### src/sv/lpr_pkg.sv
// ----------------------------------------------------------------------------
// lpr_pkg: shared types and constants of the line point rasterizer
// Coordinate width plus the command and status bundles between the
// controller and the datapath.
// ----------------------------------------------------------------------------
package lpr_pkg;

    localparam int COORD_W = 6;

    // Limit compare width: one bit more than a coordinate so 64 fits.
    localparam int LIMIT_W = COORD_W + 1;

    typedef logic [COORD_W-1:0] coord_t;

    // Glyph codes
    localparam logic GLYPH_BACKSLASH = 1'b0;
    localparam logic GLYPH_SLASH     = 1'b1;

    typedef struct packed {
        logic load;     // latch a new segment, clear the step state
        logic advance;  // present the current point and step to the next
    } lpr_cmd_t;

    typedef struct packed {
        logic steps_zero;  // coincident endpoints, nothing to emit
        logic last_point;  // the point on display is the second endpoint
    } lpr_status_t;

endpackage

### src/sv/lpr_ctrl.sv
// ----------------------------------------------------------------------------
// lpr_ctrl: sequencing state machine of the line point rasterizer
// Accepts a segment, checks for an empty segment, then steps the datapath
// once per cycle until the last point has gone out.
// ----------------------------------------------------------------------------
module lpr_ctrl
    import lpr_pkg::*;
(
    input  logic        clk,
    input  logic        rst_n,
    input  logic        start,
    output logic        busy,
    input  lpr_status_t status,
    output lpr_cmd_t    cmd
);

    typedef enum logic [2:0] {
        ST_IDLE  = 3'b001,
        ST_SETUP = 3'b010,
        ST_RUN   = 3'b100
    } state_t;

    state_t state_reg;
    state_t state_next;

    always_comb
    begin
        state_next = state_reg;
        unique case (state_reg)
            ST_IDLE:
            begin
                if (start)
                begin
                    state_next = ST_SETUP;
                end
            end
            ST_SETUP:
            begin
                state_next = status.steps_zero ? ST_IDLE : ST_RUN;
            end
            ST_RUN:
            begin
                if (status.last_point)
                begin
                    state_next = ST_IDLE;
                end
            end
            default:
            begin
                state_next = ST_IDLE;
            end
        endcase
    end

    always_ff @(posedge clk or negedge rst_n)
    begin
        if (!rst_n)
        begin
            state_reg <= ST_IDLE;
        end
        else
        begin
            state_reg <= state_next;
        end
    end

    assign busy        = (state_reg != ST_IDLE);
    assign cmd.load    = start && (state_reg == ST_IDLE);
    assign cmd.advance = (state_reg == ST_RUN);

endmodule

### src/sv/lpr_datapath.sv
// ----------------------------------------------------------------------------
// lpr_datapath: per-axis quotient and remainder stepping
// Holds the segment, walks q = |d|*i/steps per axis by incremental
// remainder update and forms each point with its flags.
// ----------------------------------------------------------------------------
module lpr_datapath
    import lpr_pkg::*;
#(
    parameter int CANVAS_COLUMNS = 64,
    parameter int CANVAS_ROWS    = 32
)
(
    input  logic        clk,
    input  lpr_cmd_t    cmd,
    output lpr_status_t status,
    input  coord_t      x_start,
    input  coord_t      y_start,
    input  coord_t      x_end,
    input  coord_t      y_end,
    output coord_t      point_x,
    output coord_t      point_y,
    output logic        visible,
    output logic        glyph_code,
    output logic        last
);

    localparam logic [LIMIT_W-1:0] COL_LIMIT = LIMIT_W'(CANVAS_COLUMNS);
    localparam logic [LIMIT_W-1:0] ROW_LIMIT = LIMIT_W'(CANVAS_ROWS);

    coord_t x0_reg, y0_reg;
    coord_t adx_reg, ady_reg;
    logic   negx_reg, negy_reg;
    coord_t steps_reg;
    logic   glyph_reg;
    coord_t qx_reg, qy_reg;
    coord_t rx_reg, ry_reg;
    coord_t cnt_reg;

    // Setup arithmetic straight from the input ports
    logic   in_negx, in_negy;
    coord_t in_adx, in_ady;

    assign in_negx = (x_end < x_start);
    assign in_negy = (y_end < y_start);
    assign in_adx  = in_negx ? (x_start - x_end) : (x_end - x_start);
    assign in_ady  = in_negy ? (y_start - y_end) : (y_end - y_start);

    // Remainder step per axis: at most one quotient increment since |d| <= steps
    logic [COORD_W:0] rx_sum, ry_sum;
    logic             x_carry, y_carry;

    assign rx_sum  = {1'b0, rx_reg} + {1'b0, adx_reg};
    assign ry_sum  = {1'b0, ry_reg} + {1'b0, ady_reg};
    assign x_carry = (rx_sum >= {1'b0, steps_reg});
    assign y_carry = (ry_sum >= {1'b0, steps_reg});

    always_ff @(posedge clk)
    begin
        if (cmd.load)
        begin
            x0_reg    <= x_start;
            y0_reg    <= y_start;
            adx_reg   <= in_adx;
            ady_reg   <= in_ady;
            negx_reg  <= in_negx;
            negy_reg  <= in_negy;
            steps_reg <= (in_adx > in_ady) ? in_adx : in_ady;
            glyph_reg <= ((in_adx != '0) && (in_ady != '0) && (in_negx != in_negy))
                         ? GLYPH_SLASH : GLYPH_BACKSLASH;
            qx_reg    <= '0;
            qy_reg    <= '0;
            rx_reg    <= '0;
            ry_reg    <= '0;
            cnt_reg   <= '0;
        end
        else if (cmd.advance)
        begin
            qx_reg  <= x_carry ? (qx_reg + 1'b1) : qx_reg;
            qy_reg  <= y_carry ? (qy_reg + 1'b1) : qy_reg;
            rx_reg  <= x_carry ? COORD_W'(rx_sum - {1'b0, steps_reg}) : COORD_W'(rx_sum);
            ry_reg  <= y_carry ? COORD_W'(ry_sum - {1'b0, steps_reg}) : COORD_W'(ry_sum);
            cnt_reg <= cnt_reg + 1'b1;
        end
    end

    assign point_x    = negx_reg ? (x0_reg - qx_reg) : (x0_reg + qx_reg);
    assign point_y    = negy_reg ? (y0_reg - qy_reg) : (y0_reg + qy_reg);
    assign visible    = ({1'b0, point_x} < COL_LIMIT) && ({1'b0, point_y} < ROW_LIMIT);
    assign glyph_code = glyph_reg;
    assign last       = (cnt_reg == steps_reg);

    assign status.steps_zero = (steps_reg == '0);
    assign status.last_point = last;

endmodule

### src/sv/line_point_rasterizer.sv
// ----------------------------------------------------------------------------
// line_point_rasterizer: DDA line rasterizer, one point per cycle
// Emits the points of a segment from its first endpoint to its second.
// ----------------------------------------------------------------------------
//
//  channel   handshake        payload
//  -------   --------------   ---------------------------------------------
//  segment   start / busy     x_start, y_start, x_end, y_end
//  point     valid (strobe)   point_x, point_y, visible, glyph_code, last
//
// A segment is taken at a clock edge with start high and busy low.
// It then passes through the setup state, then emits steps+1 points in the run
// state, one per cycle (steps = max(|dx|, |dy|)), at most 64 points in all;
// the per-cycle quotient and remainder update of the datapath sets that pace.
// A segment with coincident endpoints emits nothing and frees the block
// after the setup cycle. busy stays high until the last point has gone out.
// Reset returns the controller to idle; the receiver takes every point in
// the cycle it is shown and never stalls the block.
//
module line_point_rasterizer
    import lpr_pkg::*;
#(
    parameter int CANVAS_COLUMNS = 64,
    parameter int CANVAS_ROWS    = 32
)
(
    input  logic   clk,
    input  logic   rst_n,
    // segment channel
    input  logic   start,
    output logic   busy,
    input  coord_t x_start,
    input  coord_t y_start,
    input  coord_t x_end,
    input  coord_t y_end,
    // point channel
    output logic   valid,
    output coord_t point_x,
    output coord_t point_y,
    output logic   visible,
    output logic   glyph_code,
    output logic   last
);

    lpr_cmd_t    cmd;
    lpr_status_t status;

    // Sequence: idle, setup (drop empty segments), run until the last point
    lpr_ctrl u_ctrl (
        .clk    (clk),
        .rst_n  (rst_n),
        .start  (start),
        .busy   (busy),
        .status (status),
        .cmd    (cmd)
    );

    // Hold the segment and advance both axes each run cycle
    lpr_datapath #(
        .CANVAS_COLUMNS (CANVAS_COLUMNS),
        .CANVAS_ROWS    (CANVAS_ROWS)
    ) u_datapath (
        .clk        (clk),
        .cmd        (cmd),
        .status     (status),
        .x_start    (x_start),
        .y_start    (y_start),
        .x_end      (x_end),
        .y_end      (y_end),
        .point_x    (point_x),
        .point_y    (point_y),
        .visible    (visible),
        .glyph_code (glyph_code),
        .last       (last)
    );

    // A point is on the ports in every run cycle
    assign valid = cmd.advance;

endmodule

### config.mk
export PLATFORM = sky130hd
export DESIGN_NAME = line_point_rasterizer
export DESIGN_NICKNAME = d
export VERILOG_FILES = /design/src/sv/lpr_pkg.sv /design/src/sv/lpr_ctrl.sv /design/src/sv/lpr_datapath.sv /design/src/sv/line_point_rasterizer.sv
export SDC_FILE = /design/constraint.sdc
export NUM_CORES = 1
export LEC_CHECK = 0
export ABC_AREA = 1
export BUFFER_PORTS_ARGS = -buffer_cell sky130_fd_sc_hd__buf_4
export CAP_MARGIN = 30
export CORE_UTILIZATION = 57
export DETAILED_ROUTE_END_ITERATION = 8
export PLACE_DENSITY = 0.76
export RECOVER_POWER = 50
export SYNTH_ARGS = -nofsm -noshare
export SYNTH_HDL_FRONTEND = slang
export SYNTH_SLANG_ARGS = --single-unit
### constraint.sdc
create_clock -name clk -period 4.06 [get_ports clk]
set_input_delay 0.203 -clock clk [delete_from_list [all_inputs] [get_ports clk]]
set_output_delay 0.203 -clock clk [all_outputs]
set_load 0.02 [all_outputs]
Word level (Yosys, flattened, before mapping)
Index checks and enable logic that the tools add are counted.
{"block": "op_classes", "n_addsub": 15, "n_mux": 12, "n_reduce_logical": 9, "n_eq_ne": 8, "magnitude_cmp": 6}
{"cell": "subtractor 6 bit", "n": 8}
{"cell": "2-to-1 mux 6 bit", "n": 7}
{"cell": "adder 6 x 1 -> 6 bit, second input constant", "n": 3}
{"cell": "adder 6 x 6 -> 7 bit", "n": 2}
{"cell": ">= comparator 7 x 6 -> 1 bit", "n": 2}
{"cell": "adder 6 bit", "n": 2}
{"cell": "< comparator 6 bit", "n": 2}
{"cell": "nonzero test 6 bit", "n": 2}
{"cell": "2-to-1 mux 3 bit", "n": 3}
{"cell": "case mux 3 bit (3 select lines)", "n": 1}
{"cell": "equality test 6 bit", "n": 1}
{"cell": "greater-than comparator 6 bit", "n": 1}
{"cell": "zero test 6 bit", "n": 1}
{"cell": "< comparator 6 bit, second input constant", "n": 1}
{"cell": "AND reduction 2 bit", "n": 3}
{"cell": "equality test 3 x 1 -> 1 bit, second input constant", "n": 1}
{"cell": "equality test 3 x 2 -> 1 bit, second input constant", "n": 1}
{"cell": "equality test 3 bit, second input constant", "n": 1}
{"cell": "logical AND 1 bit", "n": 3}
{"cell": "inequality test 3 x 1 -> 1 bit, second input constant", "n": 1}
{"cell": "inequality test 2 x 1 -> 1 bit, second input constant", "n": 1}
{"cell": "inequality test 2 bit, second input constant", "n": 1}
{"cell": "2-to-1 mux 1 bit", "n": 1}
{"cell": "inequality test 1 bit", "n": 1}
{"block": "totals", "word_cells": 64, "ff_bits": 66}

Longest topological paths before layout
{"block": "depth", "word_depth": 6, "depth_mapped": 20, "ltp_nobuf": 20}

Cells and area by module
A second synthesis with hierarchy kept.
{"block": "unflattened", "hier_cells": 756, "area_unflattened_um2": 5723.0}
{"module": "lpr_datapath", "cells_each": 736, "seq_area_each_um2": 1591.5, "n_inst": 1, "area_per_inst_um2": 5557.8}
{"module": "lpr_ctrl", "cells_each": 20, "seq_area_each_um2": 76.3, "n_inst": 1, "area_per_inst_um2": 165.2}

Worst setup path after synthesis
No wires, ideal clock.
{"block": "synth_timing", "path_type": "flip-flop to flip-flop", "from": "register u_datapath.ady_reg[0]", "to": "register u_datapath.ry_reg[5]", "setup_ns": 0.196, "t_arrival_ns": 2.713, "path_stages_with_launch": 20, "period_less_slack_ns": 2.909, "slack_ns": 1.151, "path_cell_list": "edfxtp_1 -> ha_1 -> fa_1 -> nand3_1 -> nand3_1 -> or2_2 -> nand2_1 -> inv_1 -> ha_1 -> nand2_1 -> inv_2 -> a21oi_4 -> nand3_2 -> nand2_4 -> nand2_2 -> buf_6 -> inv_2 -> nand2_1 -> nand2_1 -> a21oi_1"}
{"block": "synth_via", "elab_chain_cells": 3}
{"item": "start, declared", "line": "lpr_datapath.sv:31", "text": "coord_t adx_reg, ady_reg;"}
{"item": "start signal, assigned", "line": "lpr_datapath.sv:64", "text": "ady_reg <= in_ady;"}
{"item": "adder 6 x 6 -> 7 bit *", "line": "lpr_datapath.sv:53", "text": "assign ry_sum = {1'b0, ry_reg} + {1'b0, ady_reg};"}
{"item": "subtractor 6 bit or >= comparator 7 x 6 -> 1 bit (tied branches)", "line": "lpr_datapath.sv:81, lpr_datapath.sv:55"}
{"item": "2-to-1 mux 6 bit *", "line": "lpr_datapath.sv:81", "text": "ry_reg <= y_carry ? COORD_W'(ry_sum - {1'b0, steps_reg}) : COORD_W'(ry_sum);"}
{"item": "end signal, assigned", "line": "lpr_datapath.sv:81"}
{"item": "end, declared", "line": "lpr_datapath.sv:36", "text": "coord_t rx_reg, ry_reg;"}
Every way passes the cells marked *; elsewhere a longest branch is shown, timed or not.
A chain may end at the register's enable or synchronous reset.

Final worst setup path
{"block": "layout_timing", "from": "register u_datapath.ady_reg[0]", "to": "register u_datapath.qy_reg[1]"}
{"block": "layout_via", "elab_chain_cells": 3}
{"item": "adder 6 x 6 -> 7 bit", "line": "lpr_datapath.sv:53"}
{"item": ">= comparator 7 x 6 -> 1 bit", "line": "lpr_datapath.sv:55", "text": "assign y_carry = (ry_sum >= {1'b0, steps_reg});"}
{"item": "AND reduction 2 bit (no source line)"}
{"item": "end signal, assigned", "line": "lpr_datapath.sv:79", "text": "qy_reg <= y_carry ? (qy_reg + 1'b1) : qy_reg;"}
{"item": "end, declared", "line": "lpr_datapath.sv:35", "text": "coord_t qx_reg, qy_reg;"}
No other way between the ends.

==> impl_metrics.env <==
export IMPL_power_frac_seq_pct=22.6
export IMPL_yosysMostFrequentCell="nand2_1"
export IMPL_r2r_slack_ns=0.84
export IMPL_relSlewSlack_pct=7.133
export IMPL_routedWlPerCell_um=12.65
export IMPL_cts_htree_levels=3
export IMPL_period_share_pct=79.34
export IMPL_die_height_um=102.6
export IMPL_initial_core_util_pct=59.01
export IMPL_grtUsageMet3_pct=3.458
export IMPL_swShare_pct=48.29
export IMPL_area_growth_pct=9.458
export IMPL_ff_latch_area_mm2=0.001668
export IMPL_place_hpwl_mm=9.670
export IMPL_crit_path_end_kind="flop"
export IMPL_ys_seq_area_share_pct=28.92
export IMPL_grtUsageTotal_pct=25.45
export IMPL_place_area_mm2=0.006188
export IMPL_fin_worst_skew_ns=0.01148
export IMPL_rr_endpoint="u_datapath.qy_reg[1]"
export IMPL_coreArea_mm2=0.009774
export IMPL_required_ns=4.31
export IMPL_slew_viol_final=0
export IMPL_final_area_mm2=0.006314
export IMPL_p_leak_nw=3.159
export IMPL_start_kind="flop"
export IMPL_syn_area_mm2=0.005768
export IMPL_viasPerCell=5.286
export IMPL_crit_path_top_delay_cell="fa_1"
export IMPL_top_usage_layer="met2"
export IMPL_synthTopCellsByCount="nand2_1, inv_1, ha_1"
export IMPL_wirelength_mm=12.07
export IMPL_post_cts_resized=0
export IMPL_synthArstFlopShare_pct=4.545
export IMPL_finalCriticalPeriod_ns=3.221
export IMPL_p_per_area_mw_per_mm2=723.6
export IMPL_setup_tns_ns=0
export IMPL_synth_edff_count=33
export IMPL_cts_tree="done"
export IMPL_cp_slowest_stage_delay_ns=0.50
export IMPL_synthCells=774
export IMPL_grtUsageMet1_pct=29.52
export IMPL_path_cells="ha_1, fa_1, nand3_1, nand3_1, or2_2, nand2_1, inv_1, ha_1, nand2_1, inv_2, nand4_2, nand3_2, nand2_4, nand2_2, nand2_2, o21ai_0, nor2_1"
export IMPL_multi_input_area_mm2=0.003500
export IMPL_ys_types=39
export IMPL_std_cell_rows=36
export IMPL_place_gp_congestion=0.8791
export IMPL_synth_top_area_share_pct=17.18
export IMPL_ios=44
export IMPL_vias=5043
export IMPL_antennaDiodeCount=0
export IMPL_final_setup_viol_count=0
export IMPL_worstHoldEndpoint="u_ctrl.state_reg[0]"
export IMPL_use_met2_pct=46.26
export IMPL_synth_main_ff_cell="edfxtp_1"
export IMPL_outcome="finished, final reports clean"
export IMPL_cp_top_family="simple AND/OR/NAND/NOR gates"
export IMPL_cp_arrival_ns=3.47
export IMPL_ctsRootBufferMaster="clkbuf_8"
export IMPL_hold_viol=0
export IMPL_dieArea_mm2=0.01053
export IMPL_io_buffers=43
export IMPL_drc=0
export IMPL_grt_pass1_wl_mm=21.00
export IMPL_antenna_left=0
export IMPL_nFillCells=878
export IMPL_synth_yosys_warnings=0
export IMPL_cts_buffers=9
export IMPL_ir_worst_vdd_v=0.0003481
export IMPL_post_cts_buffers=0
export IMPL_clock_power_share_pct=13.5
export IMPL_hp_class="input pin to flop"
export IMPL_reg2reg_depth=17
export IMPL_hold_buffers=1
export IMPL_postSynthAreaPerCell_um2=7.452
export IMPL_path_clk_slew_ns=0.08
export IMPL_pwr_share_comb_pct=63.9
export IMPL_r2r_start="u_datapath.ady_reg[0]"
export IMPL_hold_start="start"
export IMPL_dr_pass1_iters=4
export IMPL_worst_slew_pin_slew_ns=1.382
export IMPL_grt_max_degree=43
export IMPL_timing_hold_ws_ns=0.01792
export IMPL_rsz0062_at_grt="false"
export IMPL_synth_top_area_cell="edfxtp_1"
export IMPL_drive_above_1_share_pct=9.744
export IMPL_grt_pass1_vias=4937
export IMPL_antenna_found_initial=0
export IMPL_cts_max_path_buffers=2
export IMPL_cap_violations=0
export IMPL_min_path_cells=2
export IMPL_die_x_um=102.6
export IMPL_drt_iter0_markers=161
export IMPL_clock_sinks=66
export IMPL_crit_fanout=11
export IMPL_crit_type="flop to flop"
export IMPL_yosys_top_cells_area="edfxtp_1, ha_1, nand2_1"
export IMPL_p_int_mw=2.362
export IMPL_critPathBufInv=2
export IMPL_globalRouteOverflowTotal=0
export IMPL_syn_nets=878
export IMPL_nets=920
export IMPL_synth_seq_cells=66
export IMPL_clk_latency_ns=0.35
export IMPL_fmax_mhz=310.5
export IMPL_power_switching_mw=2.206
## worst register-to-register path, stage by stage, from the launching register on
cell,delay (ns)
edfxtp_1,0.37
ha_1,0.23
fa_1,0.50
nand3_1,0.10
nand3_1,0.08
or2_2,0.27
nand2_1,0.08
inv_1,0.05
ha_1,0.32
nand2_1,0.08
inv_2,0.09
nand4_2,0.11
nand3_2,0.12
nand2_4,0.07
nand2_2,0.24
nand2_2,0.16
o21ai_0,0.19
nor2_1,0.05
## power by group through the flow
stage	Sequential, mW	Combinational, mW	Clock [mW]
2_1_floorplan	1.02	2.32	0
3_3_place_gp	1.05	2.85	0
3_5_place_dp	1.05	2.95	0
4_1_cts	1.04	2.96	0.624
5_1_grt	1.06	3.30	0.653
6_report	1.03	2.92	0.617
## metal layers
| layer | up-vias | share of wire (%) |
|---|---|---|
| li1 | 2588 | - |
| met1 | 2341 | 44 |
| met2 | 90 | 51 |
| met3 | 24 | 3.1 |
| met4 | 0 | 2.0 |
| met5 | - | 0 |
## placed cells by master, fill, tap and decap left out, types with 25 or more instances in the layout
| master | count |
|---|---|
| nand2_1 | 186 |
| inv_1 | 125 |
| ha_1 | 67 |
| nand3_1 | 58 |
| nor2_1 | 49 |
| a21oi_1 | 48 |
| edfxtp_1 | 33 |
| xor2_1 | 31 |
| o21ai_0 | 31 |
| dfxtp_1 | 30 |
| buf_4 | 25 |
## cells by family (layout without fill, tap and decap cells)
kind of cell / after synthesis / count (layout) / share of synthesized area [%]
simple gates: 357 / 357 / 28.50
buf+inv: 144 / 191 / 9.848
compound gates: 89 / 89 / 8.503
fa+ha+maj: 77 / 77 / 18.00
flops: 66 / 66 / 28.92
xor+xnor: 41 / 41 / 6.226
## cell type report
class	instances	share of cell area (%)
repair buffers	46	4.400
inverters	129	7.669
clock inverters	7	1.486
flip-flops and latches	66	26.42
well taps	133	2.636
multi-input cells	564	55.43
clock buffers	9	1.962
## worst max-delay path by stage
| stage | slack, ns | depth (start not counted) | startpoint | end |
|---|---|---|---|---|
| CTS | 0.86 | 17 | u_datapath.ady_reg[0] | u_datapath.qy_reg[1] |
| global route | 0.56 | 18 | u_datapath.ady_reg[0] | u_datapath.qy_reg[1] |
| floorplan | 1.15 | 19 | u_datapath.ady_reg[0] | u_datapath.ry_reg[5] |
| finish | 0.84 | 17 | u_datapath.ady_reg[0] | u_datapath.qy_reg[1] |
| global placement | 0.97 | 18 | u_datapath.ady_reg[0] | u_datapath.qy_reg[0] |
| detailed placement | 0.87 | 17 | u_datapath.ady_reg[0] | u_datapath.qy_reg[1] |
## metrics by stage
stage	setup slack (ns)	power [mW]	util, %	instances
finish	0.8390	4.569	64.59	954
global route	0.5551	5.010	64.59	954
CTS	0.8578	4.620	65.64	954
detailed placement	0.8716	3.996	63.31	937
global placement	0.9727	3.901	63.31	937
floorplan	1.151	3.343	-	774
(Power assumes the default switching activity.)
